**src/rtl/assert_macros.svh**
```systemverilog
// ----------------------------------------------------------------------------
// Assertion macros
// Shared concurrent assertion forms, clocked on clk and disabled in reset.
// ----------------------------------------------------------------------------
`ifndef ASSERT_MACROS_SVH
`define ASSERT_MACROS_SVH

// same-cycle implication
`define PAG_ASSERT_IMP(lbl, ante, cons, msg) \
  lbl: assert property (@(posedge clk) disable iff (!rst_n) (ante) |-> (cons)) \
    else $error(msg);

// next-cycle implication
`define PAG_ASSERT_NXT(lbl, ante, cons, msg) \
  lbl: assert property (@(posedge clk) disable iff (!rst_n) (ante) |=> (cons)) \
    else $error(msg);

`endif

```
**src/rtl/pag_pkg.sv**
```systemverilog
// ----------------------------------------------------------------------------
// pag_pkg
// Types and constants of the ORAM path address generator.
// ----------------------------------------------------------------------------
`default_nettype none

package pag_pkg;

  localparam int ADDR_W        = 40;
  localparam int LEAF_W        = 30;
  localparam int NODE_W        = 31;
  localparam int LEVEL_W       = 4;
  localparam int SLOT_W        = 2;
  localparam int BUCKET_W      = 17;
  localparam int BLOCK_W       = 13;
  localparam int SLOTS_W       = 3;
  localparam int ARITY_W       = 5;
  localparam int CFG_IDX_W     = 3;
  localparam int MUL_W         = NODE_W + BUCKET_W;
  localparam int POW_W         = NODE_W + ARITY_W;
  localparam int OFF_W         = 15;
  localparam int MAX_ADDR_BITS = 64;

  localparam int DIV_W         = 32;
  localparam int DIV_RADIX_B   = 4;
  localparam int DIV_STEPS     = DIV_W / DIV_RADIX_B;
  localparam int DIV_CNT_W     = $clog2(DIV_STEPS);

  localparam logic [NODE_W-1:0] INDEX_LIMIT = NODE_W'(1) << LEAF_W;

  localparam logic [ADDR_W-1:0]   RST_TREE_BASE   = '0;
  localparam logic [BUCKET_W-1:0] RST_BUCKET      = BUCKET_W'(256);
  localparam logic [BLOCK_W-1:0]  RST_BLOCK       = BLOCK_W'(64);
  localparam logic [SLOTS_W-1:0]  RST_SLOTS       = SLOTS_W'(4);
  localparam logic [ARITY_W-1:0]  RST_ARITY       = ARITY_W'(2);
  localparam logic [LEVEL_W-1:0]  RST_DEPTH       = LEVEL_W'(15);
  localparam logic [ADDR_W-1:0]   RST_HEADER_BASE = '0;

  typedef enum logic [CFG_IDX_W-1:0] {
    CFG_TREE_BASE   = 3'd0,
    CFG_BUCKET      = 3'd1,
    CFG_BLOCK       = 3'd2,
    CFG_SLOTS       = 3'd3,
    CFG_ARITY       = 3'd4,
    CFG_DEPTH       = 3'd5,
    CFG_HEADER_BASE = 3'd6
  } cfg_idx_t;

  typedef struct packed {
    logic              cmd;
    logic [LEAF_W-1:0] leaf;
  } req_t;

  typedef struct packed {
    logic [ADDR_W-1:0]  address;
    logic [LEVEL_W-1:0] level;
    logic [SLOT_W-1:0]  slot;
    logic               last;
    logic               error;
  } res_t;

  typedef struct packed {
    logic [ADDR_W-1:0]   tree_base;
    logic [BUCKET_W-1:0] bucket_bytes;
    logic [BLOCK_W-1:0]  block_bytes;
    logic [SLOTS_W-1:0]  slots;
    logic [ARITY_W-1:0]  arity;
    logic [LEVEL_W-1:0]  depth;
    logic [ADDR_W-1:0]   header_base;
  } cfg_t;

endpackage

`default_nettype wire

```
**src/rtl/oram_path_address_generator.sv**
```systemverilog
// ----------------------------------------------------------------------------
// oram_path_address_generator
// Emits the byte addresses of every block or header on a root-to-leaf path
// of an arity-ary ORAM tree.
// ----------------------------------------------------------------------------
// A request (start while busy is low) carries a leaf and a mode. busy stays
// high until the final result, flagged by last, appears; each result is
// valid for exactly one cycle with out_valid and must be taken then.
// An out-of-range leaf, an arity below two or arity^depth above 2^30 gives one
// error result. A valid request yields one address per level in header mode
// and one per slot in data mode: the node numbers are found leaf first by a
// shared divider producing four quotient bits per cycle (each level: node
// write, divider load, dividing steps), then each level passes through the
// node multiply and the base add before its addresses are emitted.
// ----------------------------------------------------------------------------
`default_nettype none

module oram_path_address_generator import pag_pkg::*; #(
  parameter int MAX_LEVELS = 16,
  parameter int MAX_SLOTS  = 4,
  parameter int ADDR_BITS  = 40
) (
  input  wire logic                 clk,
  input  wire logic                 rst_n,
  input  wire logic                 start,
  output logic                      busy,
  input  wire req_t                 in_req,
  output logic                      out_valid,
  output res_t                      out_res,
  input  wire logic                 cfg_we,
  input  wire logic [CFG_IDX_W-1:0] cfg_index,
  input  wire logic [ADDR_W-1:0]    cfg_wdata
);

  localparam int IDX_W = (MAX_LEVELS > 1) ? $clog2(MAX_LEVELS) : 1;

  typedef enum logic [7:0] {
    S_IDLE  = 8'b0000_0001,
    S_POW   = 8'b0000_0010,
    S_SETUP = 8'b0000_0100,
    S_NODE  = 8'b0000_1000,
    S_DIV   = 8'b0001_0000,
    S_MUL   = 8'b0010_0000,
    S_ADD   = 8'b0100_0000,
    S_OUT   = 8'b1000_0000
  } state_t;

  cfg_t cfg_eff;

  pag_cfg_regs #(
    .MAX_LEVELS (MAX_LEVELS),
    .MAX_SLOTS  (MAX_SLOTS)
  ) u_cfg (
    .clk       (clk),
    .rst_n     (rst_n),
    .cfg_we    (cfg_we),
    .cfg_index (cfg_index),
    .cfg_wdata (cfg_wdata),
    .cfg_eff   (cfg_eff)
  );

  state_t               state_r, state_nxt;
  logic                 cmd_r, cmd_nxt;
  logic [LEAF_W-1:0]    leaf_r, leaf_nxt;
  logic [NODE_W-1:0]    base_r, base_nxt;
  logic [NODE_W-1:0]    n_r, n_nxt;
  logic [LEVEL_W-1:0]   cnt_r, cnt_nxt;
  logic [LEVEL_W-1:0]   lvl_r, lvl_nxt;
  logic [SLOT_W-1:0]    slot_r, slot_nxt;
  logic [OFF_W-1:0]     off_r, off_nxt;
  logic [MUL_W-1:0]     prod_r, prod_nxt;
  logic [ADDR_BITS-1:0] bkt_r, bkt_nxt;
  logic                 out_valid_r, out_valid_nxt;
  res_t                 out_res_r, out_res_nxt;
  logic [NODE_W-1:0]    nodes_r [MAX_LEVELS];

  logic                 node_we;
  logic                 div_start;
  logic                 div_done;
  logic [NODE_W-1:0]    div_quo;

  pag_divider u_div (
    .clk      (clk),
    .rst_n    (rst_n),
    .start    (div_start),
    .dividend (n_r),
    .divisor  (cfg_eff.arity),
    .done     (div_done),
    .quotient (div_quo)
  );

  always_comb begin
    logic [POW_W-1:0]         pow_prod;
    logic [BUCKET_W-1:0]      stride;
    logic [ADDR_W-1:0]        base_addr;
    logic [ADDR_BITS-1:0]     sum;
    logic [MAX_ADDR_BITS-1:0] wide;
    logic                     slot_last;
    state_nxt     = state_r;
    cmd_nxt       = cmd_r;
    leaf_nxt      = leaf_r;
    base_nxt      = base_r;
    n_nxt         = n_r;
    cnt_nxt       = cnt_r;
    lvl_nxt       = lvl_r;
    slot_nxt      = slot_r;
    off_nxt       = off_r;
    prod_nxt      = prod_r;
    bkt_nxt       = bkt_r;
    out_valid_nxt = 1'b0;
    out_res_nxt   = out_res_r;
    node_we       = 1'b0;
    div_start     = 1'b0;
    pow_prod  = POW_W'(base_r) * POW_W'(cfg_eff.arity);
    stride    = cmd_r ? BUCKET_W'(cfg_eff.block_bytes) : cfg_eff.bucket_bytes;
    base_addr = cmd_r ? cfg_eff.header_base : cfg_eff.tree_base;
    sum       = bkt_r + ADDR_BITS'(off_r);
    wide      = MAX_ADDR_BITS'(sum);
    slot_last = cmd_r || ({1'b0, slot_r} == cfg_eff.slots - 1'b1);

    unique case (state_r)
      S_IDLE: begin
        if (start) begin
          cmd_nxt   = in_req.cmd;
          leaf_nxt  = in_req.leaf;
          base_nxt  = NODE_W'(1);
          cnt_nxt   = '0;
          state_nxt = S_POW;
        end
      end
      S_POW: begin
        priority if (cfg_eff.arity < ARITY_W'(2)) begin
          state_nxt = S_IDLE;
        end else if (cnt_r == cfg_eff.depth) begin
          state_nxt = ({1'b0, leaf_r} >= base_r) ? S_IDLE : S_SETUP;
        end else if (pow_prod > POW_W'(INDEX_LIMIT)) begin
          state_nxt = S_IDLE;
        end else begin
          base_nxt = pow_prod[NODE_W-1:0];
          cnt_nxt  = cnt_r + 1'b1;
        end
        if (state_nxt == S_IDLE) begin
          out_valid_nxt       = 1'b1;
          out_res_nxt.address = '0;
          out_res_nxt.level   = '0;
          out_res_nxt.slot    = '0;
          out_res_nxt.last    = 1'b1;
          out_res_nxt.error   = 1'b1;
        end
      end
      S_SETUP: begin
        n_nxt     = {1'b0, leaf_r} + base_r;
        lvl_nxt   = cfg_eff.depth;
        state_nxt = S_NODE;
      end
      S_NODE: begin
        node_we = 1'b1;
        if (lvl_r == '0) begin
          state_nxt = S_MUL;
        end else begin
          div_start = 1'b1;
          state_nxt = S_DIV;
        end
      end
      S_DIV: begin
        if (div_done) begin
          n_nxt     = div_quo;
          lvl_nxt   = lvl_r - 1'b1;
          state_nxt = S_NODE;
        end
      end
      S_MUL: begin
        prod_nxt  = MUL_W'(nodes_r[lvl_r[IDX_W-1:0]]) * MUL_W'(stride);
        slot_nxt  = '0;
        off_nxt   = '0;
        state_nxt = S_ADD;
      end
      S_ADD: begin
        bkt_nxt   = ADDR_BITS'(base_addr) + ADDR_BITS'(prod_r);
        state_nxt = S_OUT;
      end
      S_OUT: begin
        out_valid_nxt       = 1'b1;
        out_res_nxt.address = wide[ADDR_W-1:0];
        out_res_nxt.level   = lvl_r;
        out_res_nxt.slot    = slot_r;
        out_res_nxt.last    = slot_last && (lvl_r == cfg_eff.depth);
        out_res_nxt.error   = 1'b0;
        off_nxt             = off_r + OFF_W'(cfg_eff.block_bytes);
        slot_nxt            = slot_r + 1'b1;
        if (slot_last) begin
          if (lvl_r == cfg_eff.depth) begin
            state_nxt = S_IDLE;
          end else begin
            lvl_nxt   = lvl_r + 1'b1;
            state_nxt = S_MUL;
          end
        end
      end
      default: state_nxt = S_IDLE;
    endcase
  end

  always_ff @(posedge clk) begin
    if (!rst_n) begin
      state_r     <= S_IDLE;
      out_valid_r <= 1'b0;
    end else begin
      state_r     <= state_nxt;
      out_valid_r <= out_valid_nxt;
    end
  end

  always_ff @(posedge clk) begin
    cmd_r     <= cmd_nxt;
    leaf_r    <= leaf_nxt;
    base_r    <= base_nxt;
    n_r       <= n_nxt;
    cnt_r     <= cnt_nxt;
    lvl_r     <= lvl_nxt;
    slot_r    <= slot_nxt;
    off_r     <= off_nxt;
    prod_r    <= prod_nxt;
    bkt_r     <= bkt_nxt;
    out_res_r <= out_res_nxt;
    if (node_we) begin
      nodes_r[lvl_r[IDX_W-1:0]] <= n_r - 1'b1;
    end
  end

  assign busy      = (state_r != S_IDLE);
  assign out_valid = out_valid_r;
  assign out_res   = out_res_r;

`include "assert_macros.svh"

  `PAG_ASSERT_NXT(a_accept_busy, start && !busy, busy, "accepted request did not raise busy")
  `PAG_ASSERT_IMP(a_error_single, out_valid && out_res.error,
                  out_res.last && (out_res.address == '0), "malformed error result")
  `PAG_ASSERT_IMP(a_mid_busy, out_valid && !out_res.last, busy, "idle before last result")
  `PAG_ASSERT_NXT(a_last_gap, out_valid && out_res.last, !out_valid, "result after last")

endmodule

`default_nettype wire

```
**src/rtl/pag_cfg_regs.sv**
```systemverilog
// ----------------------------------------------------------------------------
// pag_cfg_regs
// Configuration register file with clamped effective values.
// ----------------------------------------------------------------------------
`default_nettype none

module pag_cfg_regs import pag_pkg::*; #(
  parameter int MAX_LEVELS = 16,
  parameter int MAX_SLOTS  = 4
) (
  input  wire logic                 clk,
  input  wire logic                 rst_n,
  input  wire logic                 cfg_we,
  input  wire logic [CFG_IDX_W-1:0] cfg_index,
  input  wire logic [ADDR_W-1:0]    cfg_wdata,
  output cfg_t                      cfg_eff
);

  logic [ADDR_W-1:0]   tree_base_r;
  logic [BUCKET_W-1:0] bucket_r;
  logic [BLOCK_W-1:0]  block_r;
  logic [SLOTS_W-1:0]  slots_r;
  logic [ARITY_W-1:0]  arity_r;
  logic [LEVEL_W-1:0]  depth_r;
  logic [ADDR_W-1:0]   header_base_r;

  localparam logic [LEVEL_W-1:0] DEPTH_MAX = LEVEL_W'(MAX_LEVELS - 1);
  localparam logic [SLOTS_W-1:0] SLOTS_MAX = SLOTS_W'(MAX_SLOTS);

  always_ff @(posedge clk) begin
    if (!rst_n) begin
      tree_base_r   <= RST_TREE_BASE;
      bucket_r      <= RST_BUCKET;
      block_r       <= RST_BLOCK;
      slots_r       <= RST_SLOTS;
      arity_r       <= RST_ARITY;
      depth_r       <= RST_DEPTH;
      header_base_r <= RST_HEADER_BASE;
    end else if (cfg_we) begin
      unique case (cfg_index)
        CFG_TREE_BASE:   tree_base_r   <= cfg_wdata;
        CFG_BUCKET:      bucket_r      <= cfg_wdata[BUCKET_W-1:0];
        CFG_BLOCK:       block_r       <= cfg_wdata[BLOCK_W-1:0];
        CFG_SLOTS:       slots_r       <= cfg_wdata[SLOTS_W-1:0];
        CFG_ARITY:       arity_r       <= cfg_wdata[ARITY_W-1:0];
        CFG_DEPTH:       depth_r       <= cfg_wdata[LEVEL_W-1:0];
        CFG_HEADER_BASE: header_base_r <= cfg_wdata;
        default: ;
      endcase
    end
  end

  always_comb begin
    cfg_eff.tree_base    = tree_base_r;
    cfg_eff.bucket_bytes = bucket_r;
    cfg_eff.block_bytes  = block_r;
    cfg_eff.arity        = arity_r;
    cfg_eff.header_base  = header_base_r;
    cfg_eff.depth        = (depth_r > DEPTH_MAX) ? DEPTH_MAX : depth_r;
    priority if (slots_r == '0) begin
      cfg_eff.slots = SLOTS_W'(1);
    end else if (slots_r > SLOTS_MAX) begin
      cfg_eff.slots = SLOTS_MAX;
    end else begin
      cfg_eff.slots = slots_r;
    end
  end

endmodule

`default_nettype wire

```
**src/rtl/pag_divider.sv**
```systemverilog
// ----------------------------------------------------------------------------
// pag_divider
// Iterative restoring divider, four quotient bits per cycle.
// ----------------------------------------------------------------------------
`default_nettype none

module pag_divider import pag_pkg::*; (
  input  wire logic               clk,
  input  wire logic               rst_n,
  input  wire logic               start,
  input  wire logic [NODE_W-1:0]  dividend,
  input  wire logic [ARITY_W-1:0] divisor,
  output logic                    done,
  output logic [NODE_W-1:0]       quotient
);

  logic                 run_r, run_nxt;
  logic                 done_r, done_nxt;
  logic [DIV_CNT_W-1:0] cnt_r, cnt_nxt;
  logic [DIV_W-1:0]     quo_r, quo_nxt;
  logic [ARITY_W-1:0]   rem_r, rem_nxt;
  logic [ARITY_W-1:0]   dvs_r, dvs_nxt;

  always_comb begin
    logic [ARITY_W:0]   trial;
    logic [ARITY_W-1:0] rem;
    logic [DIV_W-1:0]   quo;
    run_nxt  = run_r;
    done_nxt = 1'b0;
    cnt_nxt  = cnt_r;
    quo_nxt  = quo_r;
    rem_nxt  = rem_r;
    dvs_nxt  = dvs_r;
    rem      = rem_r;
    quo      = quo_r;
    trial    = '0;
    if (start) begin
      run_nxt = 1'b1;
      cnt_nxt = '0;
      quo_nxt = DIV_W'(dividend);
      rem_nxt = '0;
      dvs_nxt = divisor;
    end else if (run_r) begin
      for (int k = 0; k < DIV_RADIX_B; k++) begin
        trial = {rem, quo[DIV_W-1]};
        if (trial >= {1'b0, dvs_r}) begin
          rem = ARITY_W'(trial - {1'b0, dvs_r});
          quo = {quo[DIV_W-2:0], 1'b1};
        end else begin
          rem = trial[ARITY_W-1:0];
          quo = {quo[DIV_W-2:0], 1'b0};
        end
      end
      rem_nxt = rem;
      quo_nxt = quo;
      cnt_nxt = cnt_r + 1'b1;
      if (cnt_r == DIV_CNT_W'(DIV_STEPS - 1)) begin
        run_nxt  = 1'b0;
        done_nxt = 1'b1;
      end
    end
  end

  always_ff @(posedge clk) begin
    if (!rst_n) begin
      run_r  <= 1'b0;
      done_r <= 1'b0;
      cnt_r  <= '0;
    end else begin
      run_r  <= run_nxt;
      done_r <= done_nxt;
      cnt_r  <= cnt_nxt;
    end
  end

  always_ff @(posedge clk) begin
    quo_r <= quo_nxt;
    rem_r <= rem_nxt;
    dvs_r <= dvs_nxt;
  end

  assign done     = done_r;
  assign quotient = quo_r[NODE_W-1:0];

endmodule

`default_nettype wire

```
**config.mk**
```make
export PLATFORM = sky130hd
export DESIGN_NAME = oram_path_address_generator
export DESIGN_NICKNAME = d
export VERILOG_FILES = /design/src/rtl/pag_pkg.sv /design/src/rtl/oram_path_address_generator.sv /design/src/rtl/pag_cfg_regs.sv /design/src/rtl/pag_divider.sv
export VERILOG_INCLUDE_DIRS = /design/src /design/src/rtl
export SDC_FILE = /design/constraint.sdc
export NUM_CORES = 2
export LEC_CHECK = 0
export BUFFER_PORTS_ARGS = -buffer_cell sky130_fd_sc_hd__buf_4
export CAP_MARGIN = 40
export CORE_MARGIN = 2
export CORE_UTILIZATION = 61
export DETAILED_ROUTE_END_ITERATION = 8
export GPL_ROUTABILITY_DRIVEN = 0
export PLACE_DENSITY_LB_ADDON = 0.3
export SYNTH_ARGS = -nofsm -noshare
export SYNTH_HDL_FRONTEND = slang
export SYNTH_HIERARCHICAL = 1
export SYNTH_SLANG_ARGS = --single-unit
```
**constraint.sdc**
```tcl
create_clock -name clk -period 13.9 [get_ports clk]
set_input_delay 2.78 -clock clk [delete_from_list [all_inputs] [get_ports clk]]
set_output_delay 2.78 -clock clk [all_outputs]
set_load 0.01 [all_outputs]
```
== Yosys cells after proc, flatten, opt, wreduce, memory -nomap -nowiden ==
Memories as Yosys holds them, arrays and structs flattened. A register that Yosys moved wholly into a read port is not among the register bits.
Index checks and enable logic that the tools add are counted.
Storage, ports and cells
  register bits after elaboration: 424
  input port bits: 78
  output and inout bits: 50
  logic and storage cells: 184
  RAM bits: 496
  memories kept: 1
Cells by class
  multipliers: 2
  eq/ne operators: 28
  add/subtract/negate cells: 15
  muxes and demuxes: 70
  $lt $le $gt $ge: 9
  reduce and logical (&&, ||, !) cells: 26
  bitwise operators: 2
Memories
  nodes_r: words 16, width 31, rd ports 1, clocked after Yosys merged registers in 1, write ports 1, RTL line oram_path_address_generator.sv:75  | logic [NODE_W-1:0] nodes_r [MAX_LEVELS];
Operators by type and width (number)
  $mux W31: 7
  $mux W32: 6
  $pmux W31 S2: 2
  $pmux W48 S2: 1
  $pmux W8 S8: 1
  $mux W8: 7
  $mux W5: 10
  $mux W48: 1
  $add A40 B15 Y40: 1
  $add A40 B40 Y40: 1
  $mul A31 B17 Y40: 1
  $mux W40: 1
  $gt A36 B31 Y1 const B: 1
  $mul A31 B5 Y36: 1
  $mux W4: 9
  $add A30 B31 Y31: 1
  $ge A30 B31 Y1: 1
  $sub A31 B1 Y31 const B: 1
  $pmux W15 S2: 1
  $ge A6 B5 Y1: 4
  $reduce_and A2 Y1: 10
  $sub A5 B5 Y5: 4
  $mux W17: 1
  $eq A8 B1 Y1 const B: 2
  other kinds (43): 77

== Logic depth before layout (Yosys ltp) ==
  word-level depth: 16
  gate-level depth with buffers: 36
  mapped depth without buffers: 31

== Hierarchy ==
The synthesis kept the hierarchy.
By module, submodules not included
  oram_path_address_generator: instances 1, sequential area each 22541.6 um^2, cells an instance 4532, area an instance 54180.7 um^2
  pag_cfg_regs: instances 1, sequential area each 2442.3 um^2, cells an instance 458, area an instance 4640.7 um^2
  pag_divider: instances 1, sequential area each 1301.2 um^2, cells an instance 265, area an instance 3106.7 um^2

== Worst setup path before layout ==
OpenSTA, ideal clock, no wires.
  path kind: register to register
  start point: reg (tool-made name)
  end point: reg prod_r[38], data pin
  clock period less this slack: 8.613 ns
  setup slack: 5.287 ns
  setup time: 0.258 ns
  cell stages (with the launch flop): 35
  required time: 13.642 ns
  path buffers: 6
  arrival time: 8.355 ns
  path through: dfxtp_1 -> buf_2 -> buf_4 -> buf_2 -> buf_2 -> buf_2 -> mux4_2 -> mux2_2 -> o21ai_1 -> buf_2 -> nor2_1 -> fa_1 -> fa_1 -> inv_1 -> fa_1 -> inv_1 -> fa_1 -> inv_1 -> fa_1 -> inv_1 -> fa_1 -> ha_1 -> a21o_1 -> a211o_1 -> nor2b_1 -> a21oi_1 -> a31oi_1 -> o211ai_1 -> nand2_1 -> o2111ai_1 -> and3_1 -> o21ai_1 -> a21oi_1 -> nor2_1 -> xnor2_1
RTL lines
  end signal: assignment: RTL line oram_path_address_generator.sv:223  | prod_r <= prod_nxt;
  end: declaration: RTL line oram_path_address_generator.sv:71  | logic [MUL_W-1:0] prod_r, prod_nxt;

==> flow_summary.yaml <==
layout:
  area_growth_pct: 9.13
  antennaDiodeCount: 0
  drive_gt1_frac: 0.124
  fillers: 7256
  nNetsFinal: 6189
  layout.cells.non_filler: 6761
global_route:
  grt_pass1_wl_um: 239000
  grt_pass1_vias: 42095
  grt_use_total: 0.301
  antenna_found_initial: 5
  grt_max_degree: 125
  gr-total-overflow: 0
worst_hold_path:
  min_from: "u_cfg/header_base_r[37]$_SDFFE_PN0P_"
  min_to: "u_cfg/header_base_r[37]$_SDFFE_PN0P_"
  whs_path_depth: 2
  min_path_type: "flop to flop"
power:
  clock_power_share: 0.410
  p_per_area_nw_per_um2: 98.2
  peakVddDrop_uv: 137
  p_int_mw: 4.96
  leakagePower_nw: 27.2
  seqPwrFrac: 0.460
  power.switching_mw: 1.67
  power_frac_comb: 0.130
  switching_share: 0.252
synth:
  syn_inst: 5255
  synth_edf_count: 778
  yosysTopAreaCellShare: 0.377
  syn_nets: 6122
  async_reset_ff_frac: 0
  ys_top_cells_by_count: "edfxtp_1, inv_1, nand2_1"
  synth_most_common_cell: "edfxtp_1"
  synth_top_cells_by_area: "edfxtp_1, fa_1, ha_1, mux4_2, dfxtp_1"
  ys_warn_count: 6
  synthDistinctLibCells: 99
  synthFlopType: "edfxtp_1"
  synth_seq_cells: 924
  synth_area_sq_um: 61900
  postSynthAreaPerCell_sq_um: 11.8
  seq_area_frac_synth: 0.424
  yosys.area.top_type: "edfxtp_1"
worst_setup_path:
  slowest_stage: "buf_4"
  cp_num_buf_inv: 6
  rr_worst_depth: 31
  crit_type: "flop to flop"
  worst_path_most_repeated_cell: "fa_1"
  cp-start-kind: "flop"
  path_delay_family: "adder cells"
  worst-path-stages: 31
  cpPeakStageDelay_ns: 0.76
  cp.required_ns: 14.30
  end_kind: "flop"
  worst_ep_arrival_time_ns: 9.75
  r2r_setup_slack_ns: 4.55
  path_max_fanout: 58
  r2r_end: "prod_r[38]$_DFFE_PP_"
placed_design:
  place_hpwl_um: 103000
  port_buffers: 127
  post-place-cells: 6580
sta:
  fmax_ghz: 0.107
  worst_pin_slew_ns: 1.03
  setup_violations: 0
  drv_slew: 0
  hold_viol_final: 0
  period_needed_ns: 9.35
  max_slew_margin: 0.315
  period_share: 0.672
  rsz0062_at_grt: "no"
  fin_skew_ns: 0.0549
  tns_ns: 0
clock_network:
  cts-root-buf: "clkbuf_16"
  clock_latency_ns: 0.70
  cts_setup_buffers: 0
  clk_pin_slew_ns: 0.06
  cts_sinks: 924
  clk_path_buf_depth: 3
  cts.repair.resized: 0
  numCtsBuffers: 95
  cts_tree: "done"
  h-tree-depth: 3
  hold_buffers: 0
floorplan:
  ios: 128
  core_sq_um: 100000
  die_w_um: 323
  rows: 116
  die_y_um: 323
  die_area_sq_um: 104000
  start_util: 0.617
route:
  viasPerCell: 5.97
  drtPass1Iterations: 5
  avgRoutedWirePerCell_um: 22.6
  totalWireLength_um: 153000
  ant_nets: 0
  drc: 0
  drt-initial-drc-count: 3783
  via_count: 40378
outcome:
  status: "finished, final reports clean"
flow_run:
  drv_cap: 0
==> state kept, by name (all words and copies together), names as in the netlist, 32 cells and up, named ones only <==
name / count
out_res: 48
prod_r: 40
u_cfg/header_base_r: 40
u_cfg/tree_base_r: 40
nodes_r: 496
u_div/quo_r: 32
bkt_r: 40
==> worst register-to-register path, delay by kind of cell (launching register included) <==
kind	cells	cell delay [ns]
AO/OA/AOI/OAI	10	2.13
XOR/XNOR	1	0.07
adder cells (fa/ha/maj)	7	3.42
buffers and inverters	6	1.34
flip-flops	1	0.68
multiplexers	2	0.72
AND/OR/NAND/NOR	5	0.72
==> layout by cell type (no fill, tap or decap), types with 151 or more instances in the layout <==
master / instances
edfxtp_1: 778
inv_1: 706
nand2_1: 663
fa_1: 504
ha_1: 285
nor2_1: 254
and2_1: 233
buf_4: 197
a21oi_1: 161
mux4_2: 151
==> how the worst max path moves through the flow <==
stage	end	slack, ns
global placement	prod_r[38]$_DFFE_PP_	5.02
finish	prod_r[38]$_DFFE_PP_	4.55
global route	prod_r[38]$_DFFE_PP_	4.25
CTS	prod_r[38]$_DFFE_PP_	4.63
detailed placement	prod_r[36]$_DFFE_PP_	4.76
floorplan	prod_r[38]$_DFFE_PP_	5.29
==> metrics by stage <==
step           utilization  hold slack (ns)  instance area (sq um)  setup slack (ns)  power, mW
2_1_floorplan            -            0.431                  61900              5.29       3.71
3_3_place_gp         0.638            0.439                  64000              5.02       3.94
3_5_place_dp         0.639            0.445                  64200              4.76       3.97
4_1_cts              0.673            0.453                  67600              4.63       6.66
5_1_grt              0.673            0.469                  67600              4.25       6.86
6_report             0.673            0.453                  67600              4.55       6.64
==> kinds of logic (layout without fill, tap and decap cells) <==
kind of cell,after synthesis,in the layout,synth area share
fa+ha+maj,789,789,0.221
simple gates,1469,1469,0.111
xor+xnor,221,221,0.0313
buf+inv,943,1092,0.0615
mux,394,394,0.0962
flops,924,924,0.424
compound gates,515,515,0.0548
==> power groups by stage <==
stage	registers [mW]	logic (mW)	clock network [mW]
3_5_place_dp	3.11	0.853	0
6_report	3.05	0.860	2.72
3_3_place_gp	3.11	0.823	0
5_1_grt	3.06	0.959	2.85
4_1_cts	3.05	0.856	2.75
2_1_floorplan	3.10	0.608	0
==> layout make-up <==
cell class	instances	area (sq um)	area share
clock buffers	123	2610	0.0386
clock inverters	56	768	0.0114
inverters	708	2660	0.0393
multi-input cells	3388	32000	0.473
flip-flops and latches	924	26300	0.389
well taps	1357	1700	0.0251
repair buffers	205	1590	0.0236
==> routing by layer <==
metal  share of wire  track usage
met5         0.00032            0
met4           0.047        0.130
met3           0.078       0.0456
met2            0.49        0.508
met1            0.38        0.390
Note: power is estimated with default switching activity, not from simulation.
